File: src/design/boost_pid_duty_controller_assert.svh
// Assertion macros for the boost PID duty controller.
// Used by the top level; expects signals named clk and rst in scope.
`ifndef BOOST_PID_DUTY_CONTROLLER_ASSERT_SVH
`define BOOST_PID_DUTY_CONTROLLER_ASSERT_SVH

// The consequent must hold in the same cycle as the antecedent.
`define BPDC_ASSERT_IMP(label, ante, cons, msg) \
  label: assert property (@(posedge clk) disable iff (rst) (ante) |-> (cons)) \
    else $error(msg);

// The consequent must hold in the cycle after the antecedent.
`define BPDC_ASSERT_NXT(label, ante, cons, msg) \
  label: assert property (@(posedge clk) disable iff (rst) (ante) |=> (cons)) \
    else $error(msg);

`endif

File: src/design/bpdc_pkg.sv
// Shared constants, types and register codes for the boost PID duty controller.
// No dependencies; imported by every module of the block.
`timescale 1ns / 1ps
`default_nettype none

package bpdc_pkg;

  localparam int ADC_BITS       = 10;
  localparam int PWM_FULL_COUNT = 240;

  localparam int PWM_W      = 8;
  localparam int DUTY_W     = 16;
  localparam int TGT_W      = 8;
  localparam int MEAS_W     = 24;
  localparam int MEAS_OUT_W = 21;
  localparam int ERR_W      = 25;
  localparam int SCALE_W    = 16;
  localparam int GAIN_W     = 24;
  localparam int VLIM_W     = 8;

  // Shared multiplier: signed operand times an unsigned word taken 8 bits a cycle.
  localparam int OPND_W  = ERR_W + 1;
  localparam int DIGIT_W = 8;
  localparam int DCNT_W  = 2;
  localparam int ACC_W   = 52;

  localparam int LEAK_W       = 10;
  localparam int LEAK_SHIFT   = 16;
  localparam int TGT_SHIFT    = 15;
  localparam int VLIM_SHIFT   = 16;
  localparam int MEAS_DIGITS  = (SCALE_W + DIGIT_W - 1) / DIGIT_W;
  localparam int LEAK_DIGITS  = (LEAK_W + DIGIT_W - 1) / DIGIT_W;
  localparam int GAIN_DIGITS  = (GAIN_W + DIGIT_W - 1) / DIGIT_W;

  localparam logic [LEAK_W-1:0]       LEAK_Q16   = 10'd655;
  localparam logic [DUTY_W-1:0]       HALF_DUTY  = 16'd32768;
  localparam logic [DUTY_W-1:0]       DUTY_RESET = 16'd39322;
  localparam logic signed [TGT_W-1:0] TGT_RESET  = 8'sd20;
  localparam logic signed [TGT_W-1:0] TGT_MAX    = 8'sd127;
  localparam logic signed [TGT_W-1:0] TGT_MIN    = -8'sd128;

  localparam int CFG_IDX_W   = 3;
  localparam int CFG_DATA_W  = 24;
  localparam int IN_TDATA_W  = 16;
  localparam int IN_TUSER_W  = 2;
  localparam int OUT_TDATA_W = 56;

  typedef enum logic [1:0] {
    FUNC_TICK = 2'd0,
    FUNC_UP   = 2'd1,
    FUNC_DOWN = 2'd2
  } func_t;

  typedef enum logic [CFG_IDX_W-1:0] {
    REG_ADC_SCALE = 3'd0,
    REG_GAIN_P    = 3'd1,
    REG_GAIN_I    = 3'd2,
    REG_GAIN_D    = 3'd3,
    REG_DUTY_LOW  = 3'd4,
    REG_DUTY_HIGH = 3'd5,
    REG_VOLT_LIM  = 3'd6,
    REG_FALLBACK  = 3'd7
  } reg_idx_t;

  typedef struct packed {
    logic [SCALE_W-1:0]      adc_scale;
    logic [GAIN_W-1:0]       gain_p;
    logic [GAIN_W-1:0]       gain_i;
    logic [GAIN_W-1:0]       gain_d;
    logic [DUTY_W-1:0]       duty_low;
    logic [DUTY_W-1:0]       duty_high;
    logic [VLIM_W-1:0]       volt_limit;
    logic signed [TGT_W-1:0] fallback_target;
  } cfg_t;

  typedef struct packed {
    logic              load;
    logic              clr;
    logic [DCNT_W-1:0] ndig;
  } mac_cmd_t;

  typedef struct packed {
    logic [MEAS_OUT_W-1:0]   measured_q16;
    logic signed [TGT_W-1:0] target_half_volts;
    logic [DUTY_W-1:0]       duty_q16;
    logic [PWM_W-1:0]        pwm_count;
  } result_t;

endpackage

`default_nettype wire

File: src/design/bpdc_digit_mac.sv
// Digit-serial multiply-accumulate unit: signed operand times an unsigned word,
// one 8-bit digit of the word per cycle. Depends on bpdc_pkg.
`timescale 1ns / 1ps
`default_nettype none

module bpdc_digit_mac (
  input  wire logic                               clk,
  input  wire logic                               rst,
  input  wire bpdc_pkg::mac_cmd_t                 cmd,
  input  wire logic signed [bpdc_pkg::OPND_W-1:0] opnd_a,
  input  wire logic [bpdc_pkg::GAIN_W-1:0]        opnd_b,
  output logic                                    busy,
  output logic signed [bpdc_pkg::ACC_W-1:0]       acc
);
  import bpdc_pkg::*;

  localparam int PROD_W = OPND_W + DIGIT_W + 1;
  localparam int SH_W   = $clog2((GAIN_DIGITS - 1) * DIGIT_W + 1);

  logic signed [OPND_W-1:0]  a_reg;
  logic [GAIN_W-1:0]         b_sr;
  logic [DCNT_W-1:0]         cnt;
  logic [DCNT_W-1:0]         last;
  logic signed [DIGIT_W:0]   digit_s;
  logic signed [PROD_W-1:0]  prod;
  logic signed [ACC_W-1:0]   prod_ext;
  logic signed [ACC_W-1:0]   addend;
  logic [SH_W-1:0]           sh;

  always_comb begin
    digit_s  = $signed({1'b0, b_sr[DIGIT_W-1:0]});
    prod     = a_reg * digit_s;
    prod_ext = {{(ACC_W - PROD_W){prod[PROD_W-1]}}, prod};
    sh       = SH_W'(cnt) * SH_W'(DIGIT_W);
    addend   = prod_ext <<< sh;
  end

  always_ff @(posedge clk) begin
    if (rst) begin
      busy <= 1'b0;
    end else if (cmd.load) begin
      busy <= 1'b1;
    end else if (busy && (cnt == last)) begin
      busy <= 1'b0;
    end
  end

  always_ff @(posedge clk) begin
    if (cmd.load) begin
      a_reg <= opnd_a;
      b_sr  <= opnd_b;
      cnt   <= '0;
      last  <= cmd.ndig - DCNT_W'(1);
      if (cmd.clr) begin
        acc <= '0;
      end
    end else if (busy) begin
      acc  <= acc + addend;
      b_sr <= b_sr >> DIGIT_W;
      cnt  <= cnt + DCNT_W'(1);
    end
  end

endmodule

`default_nettype wire

File: src/design/bpdc_core.sv
// Control sequencer and controller state: measurement, PID step and target steps.
// Depends on bpdc_pkg and bpdc_digit_mac.
`timescale 1ns / 1ps
`default_nettype none

module bpdc_core (
  input  wire logic                          clk,
  input  wire logic                          rst,
  input  wire bpdc_pkg::cfg_t                cfg,
  input  wire logic                          in_valid,
  output logic                               in_ready,
  input  wire logic [1:0]                    in_func,
  input  wire logic [bpdc_pkg::ADC_BITS-1:0] in_adc,
  output logic                               res_valid,
  input  wire logic                          res_ready,
  output bpdc_pkg::result_t                  res
);
  import bpdc_pkg::*;

  localparam int EW_W = ERR_W + 2;
  localparam int ND_W = ACC_W - GAIN_W + 1;
  localparam int PP_W = DUTY_W + PWM_W;

  typedef enum logic [3:0] {
    S_IDLE,
    S_MEAS,
    S_ERR,
    S_LEAK_LD,
    S_LEAK,
    S_PROP,
    S_INTEG,
    S_DERIV,
    S_DUTY,
    S_OUT
  } state_t;

  state_t                   state;
  logic [1:0]               func_q;
  logic [MEAS_W-1:0]        meas_q;
  logic signed [ERR_W-1:0]  err_q;
  logic signed [ERR_W-1:0]  prev_err;
  logic signed [ERR_W-1:0]  integ;
  logic [DUTY_W-1:0]        duty;
  logic signed [TGT_W-1:0]  target;
  logic signed [ND_W-1:0]   nd_q;

  mac_cmd_t                 mac_cmd;
  logic signed [OPND_W-1:0] mac_a;
  logic [GAIN_W-1:0]        mac_b;
  logic                     mac_busy;
  logic signed [ACC_W-1:0]  acc;

  logic [MEAS_W-1:0]        meas_c;
  logic signed [EW_W-1:0]   tgt_scaled;
  logic signed [EW_W-1:0]   err_wide;
  logic signed [ACC_W-1:0]  leak_sh;
  logic signed [ACC_W-1:0]  corr_sh;
  logic signed [ND_W-1:0]   nd_c;
  logic signed [TGT_W-1:0]  target_next;
  logic [PP_W-1:0]          pwm_prod;
  logic                     duty_bad;

  function automatic logic signed [ERR_W-1:0] sat_err(input logic signed [ACC_W-1:0] x);
    logic signed [ERR_W-1:0] r;
    if (&x[ACC_W-1:ERR_W-1] || ~|x[ACC_W-1:ERR_W-1]) begin
      r = x[ERR_W-1:0];
    end else if (x[ACC_W-1]) begin
      r = {1'b1, {(ERR_W - 1){1'b0}}};
    end else begin
      r = {1'b0, {(ERR_W - 1){1'b1}}};
    end
    return r;
  endfunction

  bpdc_digit_mac u_mac (
    .clk    (clk),
    .rst    (rst),
    .cmd    (mac_cmd),
    .opnd_a (mac_a),
    .opnd_b (mac_b),
    .busy   (mac_busy),
    .acc    (acc)
  );

  // Arithmetic on the accumulator and the stored state.
  always_comb begin
    meas_c     = (|acc[ACC_W-1:MEAS_W]) ? {MEAS_W{1'b1}} : acc[MEAS_W-1:0];
    tgt_scaled = {{(EW_W - TGT_W - TGT_SHIFT){target[TGT_W-1]}}, target,
                  {TGT_SHIFT{1'b0}}};
    err_wide   = $signed(EW_W'(meas_q)) - tgt_scaled;
    leak_sh    = acc >>> LEAK_SHIFT;
    corr_sh    = acc >>> GAIN_W;
    nd_c       = $signed(ND_W'(duty)) - corr_sh[ND_W-1:0];
    duty_bad   = (nd_q > $signed(ND_W'(cfg.duty_high)))
              || (nd_q < $signed(ND_W'(cfg.duty_low)));
    pwm_prod   = PP_W'(duty) * PP_W'(PWM_FULL_COUNT);
  end

  // Target step: a refused request loads the fallback target.
  always_comb begin
    target_next = target;
    case (func_q)
      FUNC_UP: begin
        if (meas_c < {cfg.volt_limit, {VLIM_SHIFT{1'b0}}}) begin
          if (target != TGT_MAX) begin
            target_next = target + TGT_W'(1);
          end
        end else begin
          target_next = cfg.fallback_target;
        end
      end
      FUNC_DOWN: begin
        if (meas_c != '0) begin
          if (target != TGT_MIN) begin
            target_next = target - TGT_W'(1);
          end
        end else begin
          target_next = cfg.fallback_target;
        end
      end
      default: target_next = target;
    endcase
  end

  // Multiplier commands: P, I and D products sum into one accumulator.
  always_comb begin
    mac_cmd = '0;
    mac_a   = '0;
    mac_b   = '0;
    case (state)
      S_IDLE: begin
        if (in_valid) begin
          mac_cmd = '{load: 1'b1, clr: 1'b1, ndig: DCNT_W'(MEAS_DIGITS)};
          mac_a   = $signed(OPND_W'(in_adc));
          mac_b   = GAIN_W'(cfg.adc_scale);
        end
      end
      S_LEAK_LD: begin
        mac_cmd = '{load: 1'b1, clr: 1'b1, ndig: DCNT_W'(LEAK_DIGITS)};
        mac_a   = OPND_W'(err_q) + OPND_W'(integ);
        mac_b   = GAIN_W'(LEAK_Q16);
      end
      S_LEAK: begin
        if (!mac_busy) begin
          mac_cmd = '{load: 1'b1, clr: 1'b1, ndig: DCNT_W'(GAIN_DIGITS)};
          mac_a   = OPND_W'(err_q);
          mac_b   = cfg.gain_p;
        end
      end
      S_PROP: begin
        if (!mac_busy) begin
          mac_cmd = '{load: 1'b1, clr: 1'b0, ndig: DCNT_W'(GAIN_DIGITS)};
          mac_a   = OPND_W'(integ);
          mac_b   = cfg.gain_i;
        end
      end
      S_INTEG: begin
        if (!mac_busy) begin
          mac_cmd = '{load: 1'b1, clr: 1'b0, ndig: DCNT_W'(GAIN_DIGITS)};
          mac_a   = OPND_W'(err_q) - OPND_W'(prev_err);
          mac_b   = cfg.gain_d;
        end
      end
      default: mac_cmd = '0;
    endcase
  end

  always_ff @(posedge clk) begin
    if (rst) begin
      state    <= S_IDLE;
      duty     <= DUTY_RESET;
      prev_err <= '0;
      integ    <= '0;
      target   <= TGT_RESET;
    end else begin
      case (state)
        S_IDLE: begin
          if (in_valid) begin
            func_q <= in_func;
            state  <= S_MEAS;
          end
        end
        S_MEAS: begin
          if (!mac_busy) begin
            meas_q <= meas_c;
            if (func_q == FUNC_TICK) begin
              state <= S_ERR;
            end else begin
              target <= target_next;
              state  <= S_OUT;
            end
          end
        end
        S_ERR: begin
          err_q <= sat_err(ACC_W'(err_wide));
          state <= S_LEAK_LD;
        end
        S_LEAK_LD: state <= S_LEAK;
        S_LEAK: begin
          if (!mac_busy) begin
            integ <= sat_err(leak_sh);
            state <= S_PROP;
          end
        end
        S_PROP: begin
          if (!mac_busy) begin
            state <= S_INTEG;
          end
        end
        S_INTEG: begin
          if (!mac_busy) begin
            prev_err <= err_q;
            state    <= S_DERIV;
          end
        end
        S_DERIV: begin
          if (!mac_busy) begin
            nd_q  <= nd_c;
            state <= S_DUTY;
          end
        end
        S_DUTY: begin
          duty  <= duty_bad ? HALF_DUTY : nd_q[DUTY_W-1:0];
          state <= S_OUT;
        end
        S_OUT: begin
          if (res_ready) begin
            state <= S_IDLE;
          end
        end
        default: state <= S_IDLE;
      endcase
    end
  end

  assign in_ready  = (state == S_IDLE);
  assign res_valid = (state == S_OUT);

  always_comb begin
    res.pwm_count         = pwm_prod[PP_W-1:DUTY_W];
    res.duty_q16          = duty;
    res.target_half_volts = target;
    res.measured_q16      = (|meas_q[MEAS_W-1:MEAS_OUT_W]) ? {MEAS_OUT_W{1'b1}}
                                                            : meas_q[MEAS_OUT_W-1:0];
  end

endmodule

`default_nettype wire

File: src/design/boost_pid_duty_controller.sv
// Boost converter PID duty controller. A control tick word runs the measurement and
// the full PID step; a target step or an unused function code runs only the
// measurement. The core takes no new word until the previous result has been handed
// to the output register. Most of the work goes through the single shared multiplier,
// which takes one 8-bit digit of its unsigned operand per cycle: two digits for the
// measurement, two for the integral leak and three for each of the three gains.
// The next word is taken while a finished result still waits in the output register.
// Holds the configuration registers, the stream ports and the output register;
// depends on bpdc_pkg, bpdc_core and the assertion macro header.
`timescale 1ns / 1ps
`default_nettype none
`include "boost_pid_duty_controller_assert.svh"

module boost_pid_duty_controller (
  input  wire logic                               clk,
  input  wire logic                               rst,
  input  wire logic                               s_axis_tvalid,
  output logic                                    s_axis_tready,
  // [9:0] adc_sample, [15:10] zero
  input  wire logic [bpdc_pkg::IN_TDATA_W-1:0]    s_axis_tdata,
  // [1:0] func
  input  wire logic [bpdc_pkg::IN_TUSER_W-1:0]    s_axis_tuser,
  output logic                                    m_axis_tvalid,
  input  wire logic                               m_axis_tready,
  // [7:0] pwm_count, [23:8] duty_q16, [31:24] target_half_volts,
  // [52:32] measured_q16, [55:53] zero
  output logic [bpdc_pkg::OUT_TDATA_W-1:0]        m_axis_tdata,
  input  wire logic                               cfg_wr_en,
  input  wire logic [bpdc_pkg::CFG_IDX_W-1:0]     cfg_index,
  input  wire logic [bpdc_pkg::CFG_DATA_W-1:0]    cfg_wdata
);
  import bpdc_pkg::*;

  localparam int RES_W = $bits(result_t);

  cfg_t    cfg;
  logic    res_valid;
  logic    res_ready;
  result_t res;
  result_t out_res;
  logic    out_valid;

  always_ff @(posedge clk) begin
    if (rst) begin
      cfg.adc_scale       <= 16'd1201;
      cfg.gain_p          <= 24'd33554;
      cfg.gain_i          <= 24'd335544;
      cfg.gain_d          <= 24'd167772;
      cfg.duty_low        <= 16'd6554;
      cfg.duty_high       <= 16'd62259;
      cfg.volt_limit      <= 8'd15;
      cfg.fallback_target <= 8'sd10;
    end else if (cfg_wr_en) begin
      case (cfg_index)
        REG_ADC_SCALE: cfg.adc_scale       <= cfg_wdata[SCALE_W-1:0];
        REG_GAIN_P:    cfg.gain_p          <= cfg_wdata[GAIN_W-1:0];
        REG_GAIN_I:    cfg.gain_i          <= cfg_wdata[GAIN_W-1:0];
        REG_GAIN_D:    cfg.gain_d          <= cfg_wdata[GAIN_W-1:0];
        REG_DUTY_LOW:  cfg.duty_low        <= cfg_wdata[DUTY_W-1:0];
        REG_DUTY_HIGH: cfg.duty_high       <= cfg_wdata[DUTY_W-1:0];
        REG_VOLT_LIM:  cfg.volt_limit      <= cfg_wdata[VLIM_W-1:0];
        REG_FALLBACK:  cfg.fallback_target <= $signed(cfg_wdata[TGT_W-1:0]);
        default:       cfg.adc_scale       <= cfg.adc_scale;
      endcase
    end
  end

  bpdc_core u_core (
    .clk       (clk),
    .rst       (rst),
    .cfg       (cfg),
    .in_valid  (s_axis_tvalid),
    .in_ready  (s_axis_tready),
    .in_func   (s_axis_tuser[1:0]),
    .in_adc    (s_axis_tdata[ADC_BITS-1:0]),
    .res_valid (res_valid),
    .res_ready (res_ready),
    .res       (res)
  );

  // Output register: refilled in the same cycle the waiting word is taken.
  assign res_ready = !out_valid || m_axis_tready;

  always_ff @(posedge clk) begin
    if (rst) begin
      out_valid <= 1'b0;
    end else if (res_valid && res_ready) begin
      out_valid <= 1'b1;
    end else if (m_axis_tready) begin
      out_valid <= 1'b0;
    end
  end

  always_ff @(posedge clk) begin
    if (res_valid && res_ready) begin
      out_res <= res;
    end
  end

  assign m_axis_tvalid = out_valid;
  assign m_axis_tdata  = {{(OUT_TDATA_W - RES_W){1'b0}}, out_res};

  `BPDC_ASSERT_NXT(a_busy_after_accept, s_axis_tvalid && s_axis_tready, !s_axis_tready, "core took a new word while still working on the previous one")
  `BPDC_ASSERT_NXT(a_result_lands, res_valid && res_ready, m_axis_tvalid, "result handed over by the core did not reach the output register")
  `BPDC_ASSERT_IMP(a_pwm_range, m_axis_tvalid, out_res.pwm_count < PWM_W'(PWM_FULL_COUNT), "pwm count reached the full count")

endmodule

`default_nettype wire
File: config.mk
export PLATFORM = sky130hd
export DESIGN_NAME = boost_pid_duty_controller
export DESIGN_NICKNAME = d
export VERILOG_FILES = /design/src/design/bpdc_pkg.sv /design/src/design/bpdc_digit_mac.sv /design/src/design/bpdc_core.sv /design/src/design/boost_pid_duty_controller.sv
export VERILOG_INCLUDE_DIRS = /design/src /design/src/design
export SDC_FILE = /design/constraint.sdc
export NUM_CORES = 2
export LEC_CHECK = 0
export BUFFER_PORTS_ARGS = -buffer_cell sky130_fd_sc_hd__buf_2
export CORE_ASPECT_RATIO = 1.1
export CORE_MARGIN = 3
export CORE_UTILIZATION = 35
export DETAILED_ROUTE_END_ITERATION = 10
export GPL_TIMING_DRIVEN = 1
export SYNTH_ARGS = -nofsm -noshare
export SYNTH_HDL_FRONTEND = slang
export SYNTH_SLANG_ARGS = --single-unit
export TNS_END_PERCENT = 1
File: constraint.sdc
create_clock -name clk -period 10.7 [get_ports clk]
set_input_delay 0.535 -clock clk [delete_from_list [all_inputs] [get_ports clk]]
set_output_delay 0.535 -clock clk [all_outputs]
set_load 0.01 [all_outputs]
* Yosys cells after proc, flatten, opt, wreduce, memory -nomap -nowiden
Index checks and enable logic that the tools add are counted.
** Word-level totals
- Bits in registers :: 455
- Bits in latches :: 0
- Memory bits (writable) :: 0
- ROM bits :: 0
- Input port bits :: 50
- Output and inout port bits :: 58
- Word-level logic and storage cells :: 161
- Memories :: 0
** Cells by class
- Add/sub/neg operators :: 9
- Multiply operators :: 2
- Divide/modulo/power cells :: 0
- Order comparisons :: 3
- Equal/unequal tests :: 31
- Shift operators :: 1
- Muxes and demuxes :: 43
- Bitwise operators :: 3
- Reduce and logical (&&, ||, !) cells :: 41
** Operators with widths (number)
- two-way mux 52 bit :: 3
- two-way mux 24 bit :: 6
- one-hot mux 26 bit (5 select lines) :: 1
- one-hot mux 24 bit (5 select lines) :: 1
- two-way mux 25 bit :: 4
- two-way mux 26 bit :: 3
- adder 52 bit :: 1
- <<< shifter 35 x 5 -> 52 bit :: 1
- two-way mux 4 bit :: 11
- one-hot mux 4 bit (10 select lines) :: 1
- multiplier 26 x 9 -> 35 bit :: 1
- two-way mux 16 bit :: 2
- two-way mux 8 bit :: 4
- greater-than comparator 29 x 17 -> 1 bit :: 1
- less-than comparator 29 x 17 -> 1 bit :: 1
- subtractor 17 x 28 -> 29 bit :: 1
- OR reduction 28 bit :: 1
- adder 25 x 25 -> 26 bit :: 1
- subtractor 25 x 23 -> 26 bit :: 1
- subtractor 25 x 25 -> 26 bit :: 1
- less-than comparator 24 bit :: 1
- AND reduction 2 bit :: 12
- nonzero test 24 bit :: 1
- multiplier 16 x 4 -> 20 bit (second input constant) :: 1
- 37 further kinds :: 72

* Depth between registers and ports, before layout
- Depth after elaboration :: 5
- Depth in mapped cells :: 34

* By module
Synthesis repeated with hierarchy kept, for this count alone.
** Second synthesis, totals
- Cells, all modules :: 3783
- Area, all modules :: 35381.4 um^2
** Modules (own cells, without submodules)
- bpdc_digit_mac :: times used 1, cells each 1590, area each 14503.9 um^2
- bpdc_core :: times used 1, cells each 1628, area each 13862.0 um^2
- boost_pid_duty_controller :: times used 1, cells each 565, area each 7015.5 um^2

* Worst setup path after synthesis
OpenSTA, ideal clock, no wires.
- Path type :: reg-to-reg
- Start :: reg u_core.u_mac.b_sr[2]
- End :: reg u_core.u_mac.acc[49] (netlist bit) (data pin)
- Data arrival time :: 7.412 ns
- Setup slack :: 2.983 ns
- Cell stages (with the launch flop) :: 33
- Period minus slack after synthesis :: 7.717 ns
- Cells stage by stage :: edfxtp_1 -> clkbuf_1 -> clkbuf_1 -> nand2_1 -> fa_1 -> inv_1 -> fa_1 -> fa_1 -> inv_1 -> fa_1 -> inv_1 -> ha_1 -> and3_1 -> a31oi_1 -> a21oi_1 -> a311oi_2 -> o21bai_1 -> a211o_1 -> a31oi_1 -> xor2_1 -> o21a_1 -> o22ai_1 -> ha_1 -> a21oi_1 -> o211ai_1 -> a31o_2 -> a221oi_1 -> a211oi_1 -> o21ai_1 -> o21bai_1 -> a221oi_1 -> xnor2_1 -> nor2_1
** Between the ends
- Longest elaborated chain between the ends :: 5
** RTL lines
- from (decl) :: line bpdc_digit_mac.sv:21 : logic [GAIN_W-1:0] b_sr;
- from (signal assigned) :: line bpdc_digit_mac.sv:51 : b_sr <= opnd_b;
- from (signal assigned) :: line bpdc_digit_mac.sv:59 : b_sr <= b_sr >> DIGIT_W;
- multiplier 26 x 9 -> 35 bit :: line bpdc_digit_mac.sv:32 : prod = a_reg * digit_s;
- <<< shifter 35 x 5 -> 52 bit :: line bpdc_digit_mac.sv:35 : addend = prod_ext <<< sh;
- adder 52 bit :: line bpdc_digit_mac.sv:58 : acc <= acc + addend;
- two-way mux 52 bit :: line bpdc_digit_mac.sv:57 : end else if (busy) begin
- two-way mux 52 bit :: line bpdc_digit_mac.sv:49 : if (cmd.load) begin
- to (signal assigned) :: line bpdc_digit_mac.sv:58
- to (decl) :: line bpdc_digit_mac.sv:13 : output logic signed [bpdc_pkg::ACC_W-1:0] acc
No other way between the ends. The select of a mux whose other input is x is not followed.
A chain may end at the register's enable or synchronous reset.

* Worst setup path after layout
- Start :: reg u_core.u_mac.b_sr[2]
- End :: reg u_core.u_mac.acc[50] (netlist bit) (data pin)
Same word-level chain as after synthesis.

==> flow_summary_export.csv <==
group,metric,value,unit
status,outcome,"completed",
die,start_util,35.3,%
clocking,cts_tree,"yes",
placed_design,io_buffers,98,
critical_path,cp.arrival,9.53,ns
sta,maxSlewViolCount,0,
detailed_routing,wl_per_cell,19.4,microns
critical_path,crit_fanout,15,
sta,tightest_slew,1.28,ns
detailed_routing,ant_nets,0,
layout,final_common_cell,"nand2_1",
die,die_width,305,microns
detailed_routing,route.vias.total,27700,
sta,finalSetupViolCount,0,
clocking,holdBufCountCts,0,
sta,hold_violations,0,
yosys,ys_types,93,
critical_path,end_kind,"register",
yosys,synth-seq-area-share,33.3,%
yosys,synth_flop_cell,"edfxtp_1",
yosys,synth-async-reset-ratio,0,%
clocking,cts_root_buffer,"clkbuf_16",
layout,nets,4360,
clocking,h-tree-depth,2,
placed_design,gp_congestion,0.914,
detailed_routing,first_iter_violations,2249,
yosys,ys_warn_count,0,
sta,post-route-period-util,85.7,%
clocking,cts_setup_buffers,0,
layout,fillCellCount,9898,
die,core-area,97600,sq um
layout,multi_input_area,21000,sq um
die,pin_count,108,
layout,largest_reg_flops,136,
critical_path,path_class,"reg2reg",
detailed_routing,first_pass_iters,7,
global_route,grt_max_degree,80,
detailed_routing,vias_per_cell,5.36,
detailed_routing,wirelength,101000,microns
yosys,syn_avg_cell_area,9.01,sq um
yosys,synth-edff-count,237,
sta,skew,0.0295,ns
sta,setup_tns,0,ns
sta,finalHoldWorstSlack,0.102,ns
layout,seqCellArea,11500,sq um
die,num_rows,120,
global_route,antenna_found_initial,6,
layout,final_cell_mix,"nand2_1, inv_1, a21oi_1, ha_1, nor2_1",
clocking,clkLatencyLatePin,0.62,ns
clocking,clock_sinks,455,
yosys,syn_inst,3826,
layout,area_growth_syn_to_layout,10.6,%
sta,fin_crit,9.17,ns
sta,fmax,109,MHz
layout,drive_gt1_share,7.27,%
layout,top_register,"cfg",
global_route,overflow,0,
critical_path,worstPathRequired,11.06,ns
die,dieHeight,335,microns
global_route,grt_pass1_vias,26600,
global_route,track_usage,19.3,%
yosys,synth_area,34500,sq um
critical_path,critPathSlowestCell,"edfxtp_1",
sta,rsz0062_at_grt,"false",
detailed_routing,drc,0,
clocking,cts_buffer_depth,3,
clocking,clkTransAtPathRegs,0.06,ns
flow_run,drv_cap,0,
placed_design,hpwlAfterDp,74800,microns
yosys,ys_ff_latch,455,
clocking,post_cts_resized,0,
sta,relSlewSlack,14.4,%
clocking,cts_buffers,50,
die,die_area,102000,sq um
min_path,hold_path_class,"in2reg",
critical_path,cp_slowest_stage_delay,0.88,ns
global_route,grt_pass1_wl,157000,microns
critical_path,cp-start-kind,"register",
layout,fin_util,39.1,%
cell families after synthesis:
logic type / share of synthesized area (%)
AND/OR/NAND/NOR: 17.4
AO/OA/AOI/OAI: 16.8
buffers and inverters: 6.13
adder cells (fa/ha/maj): 20.9
flip-flops: 33.3
XOR/XNOR: 3.68
multiplexers: 1.77
other: 0.0109
final timing paths:
check,startpoint,to,slack [ns],cells after the start
worst max-delay path,u_core.u_mac.b_sr[2],u_core.u_mac.acc[50],1.53,29
worst min-delay path,s_axis_tuser[1],u_core.func_q[1],0.10,1
worst min register to register,cfg[38],cfg[38],0.45,2
worst max register to register,u_core.u_mac.b_sr[2],u_core.u_mac.acc[50],1.53,29
synthesized netlist by cell type (all sizes together), types with 20 or more instances:
cell,instances,area (sq um)
a21oi,283,1430
and3,29,181
o21bai,27,203
o21ai,135,679
nand3b,34,255
fa,195,3900
and2,117,732
mux2i,53,531
nand2,519,1950
clkbuf,149,566
a21o,90,676
dfxtp,218,4360
a211o,29,254
edfxtp,237,7120
nand4,29,181
nor3,62,310
o211ai,38,285
ha,264,3300
o21a,31,233
xor2,56,490
inv,387,1450
nor2b,29,181
nand2b,69,432
nor4,20,146
a22oi,36,270
a31oi,30,188
a211oi,37,288
nand3,61,305
nor2,243,912
xnor2,89,780
critical path: cells and delay by family, from the launching register on:
kind	cells	cell delay, ns
AO/OA/AOI/OAI	16	4.29
XOR/XNOR	1	0.29
adder cells (fa/ha/maj)	6	2.83
buffers and inverters	3	0.17
flip-flops	1	0.88
multiplexers	1	0.10
AND/OR/NAND/NOR	2	0.33
per-stage QoR:
stage | cells | setup slack, ns | instance area (sq um)
after floorplan | 3828 | 2.98 | 34500
after global placement | 5080 | 1.67 | 36300
after detailed placement | 5080 | 1.67 | 36300
after CTS | 5174 | 1.64 | 38200
after global routing | 5174 | 1.03 | 38200
final | 5175 | 1.53 | 38200
per-layer routing:
metal  part of all wire (%)  global-route usage, %
met3                    6.0                   2.31
met5                      0                      0
met2                     47                   32.1
met4                    2.9                   5.63
met1                     44                   26.5
cell type report:
| cell class | count | area share [%] |
|---|---|---|
| Antenna cell | 1 | 0.00656 |
| Clock buffer | 70 | 3.94 |
| Clock inverter | 24 | 0.836 |
| Inverter | 388 | 3.82 |
| Multi-Input combinational cell | 2817 | 55.0 |
| Sequential cell | 455 | 30.1 |
| Tap cell | 1281 | 4.20 |
| Timing Repair Buffer | 139 | 2.11 |
Power is left out: the tool's default activity adds up to more than one toggle a clock period on the data nets, which glitch-free logic cannot reach.
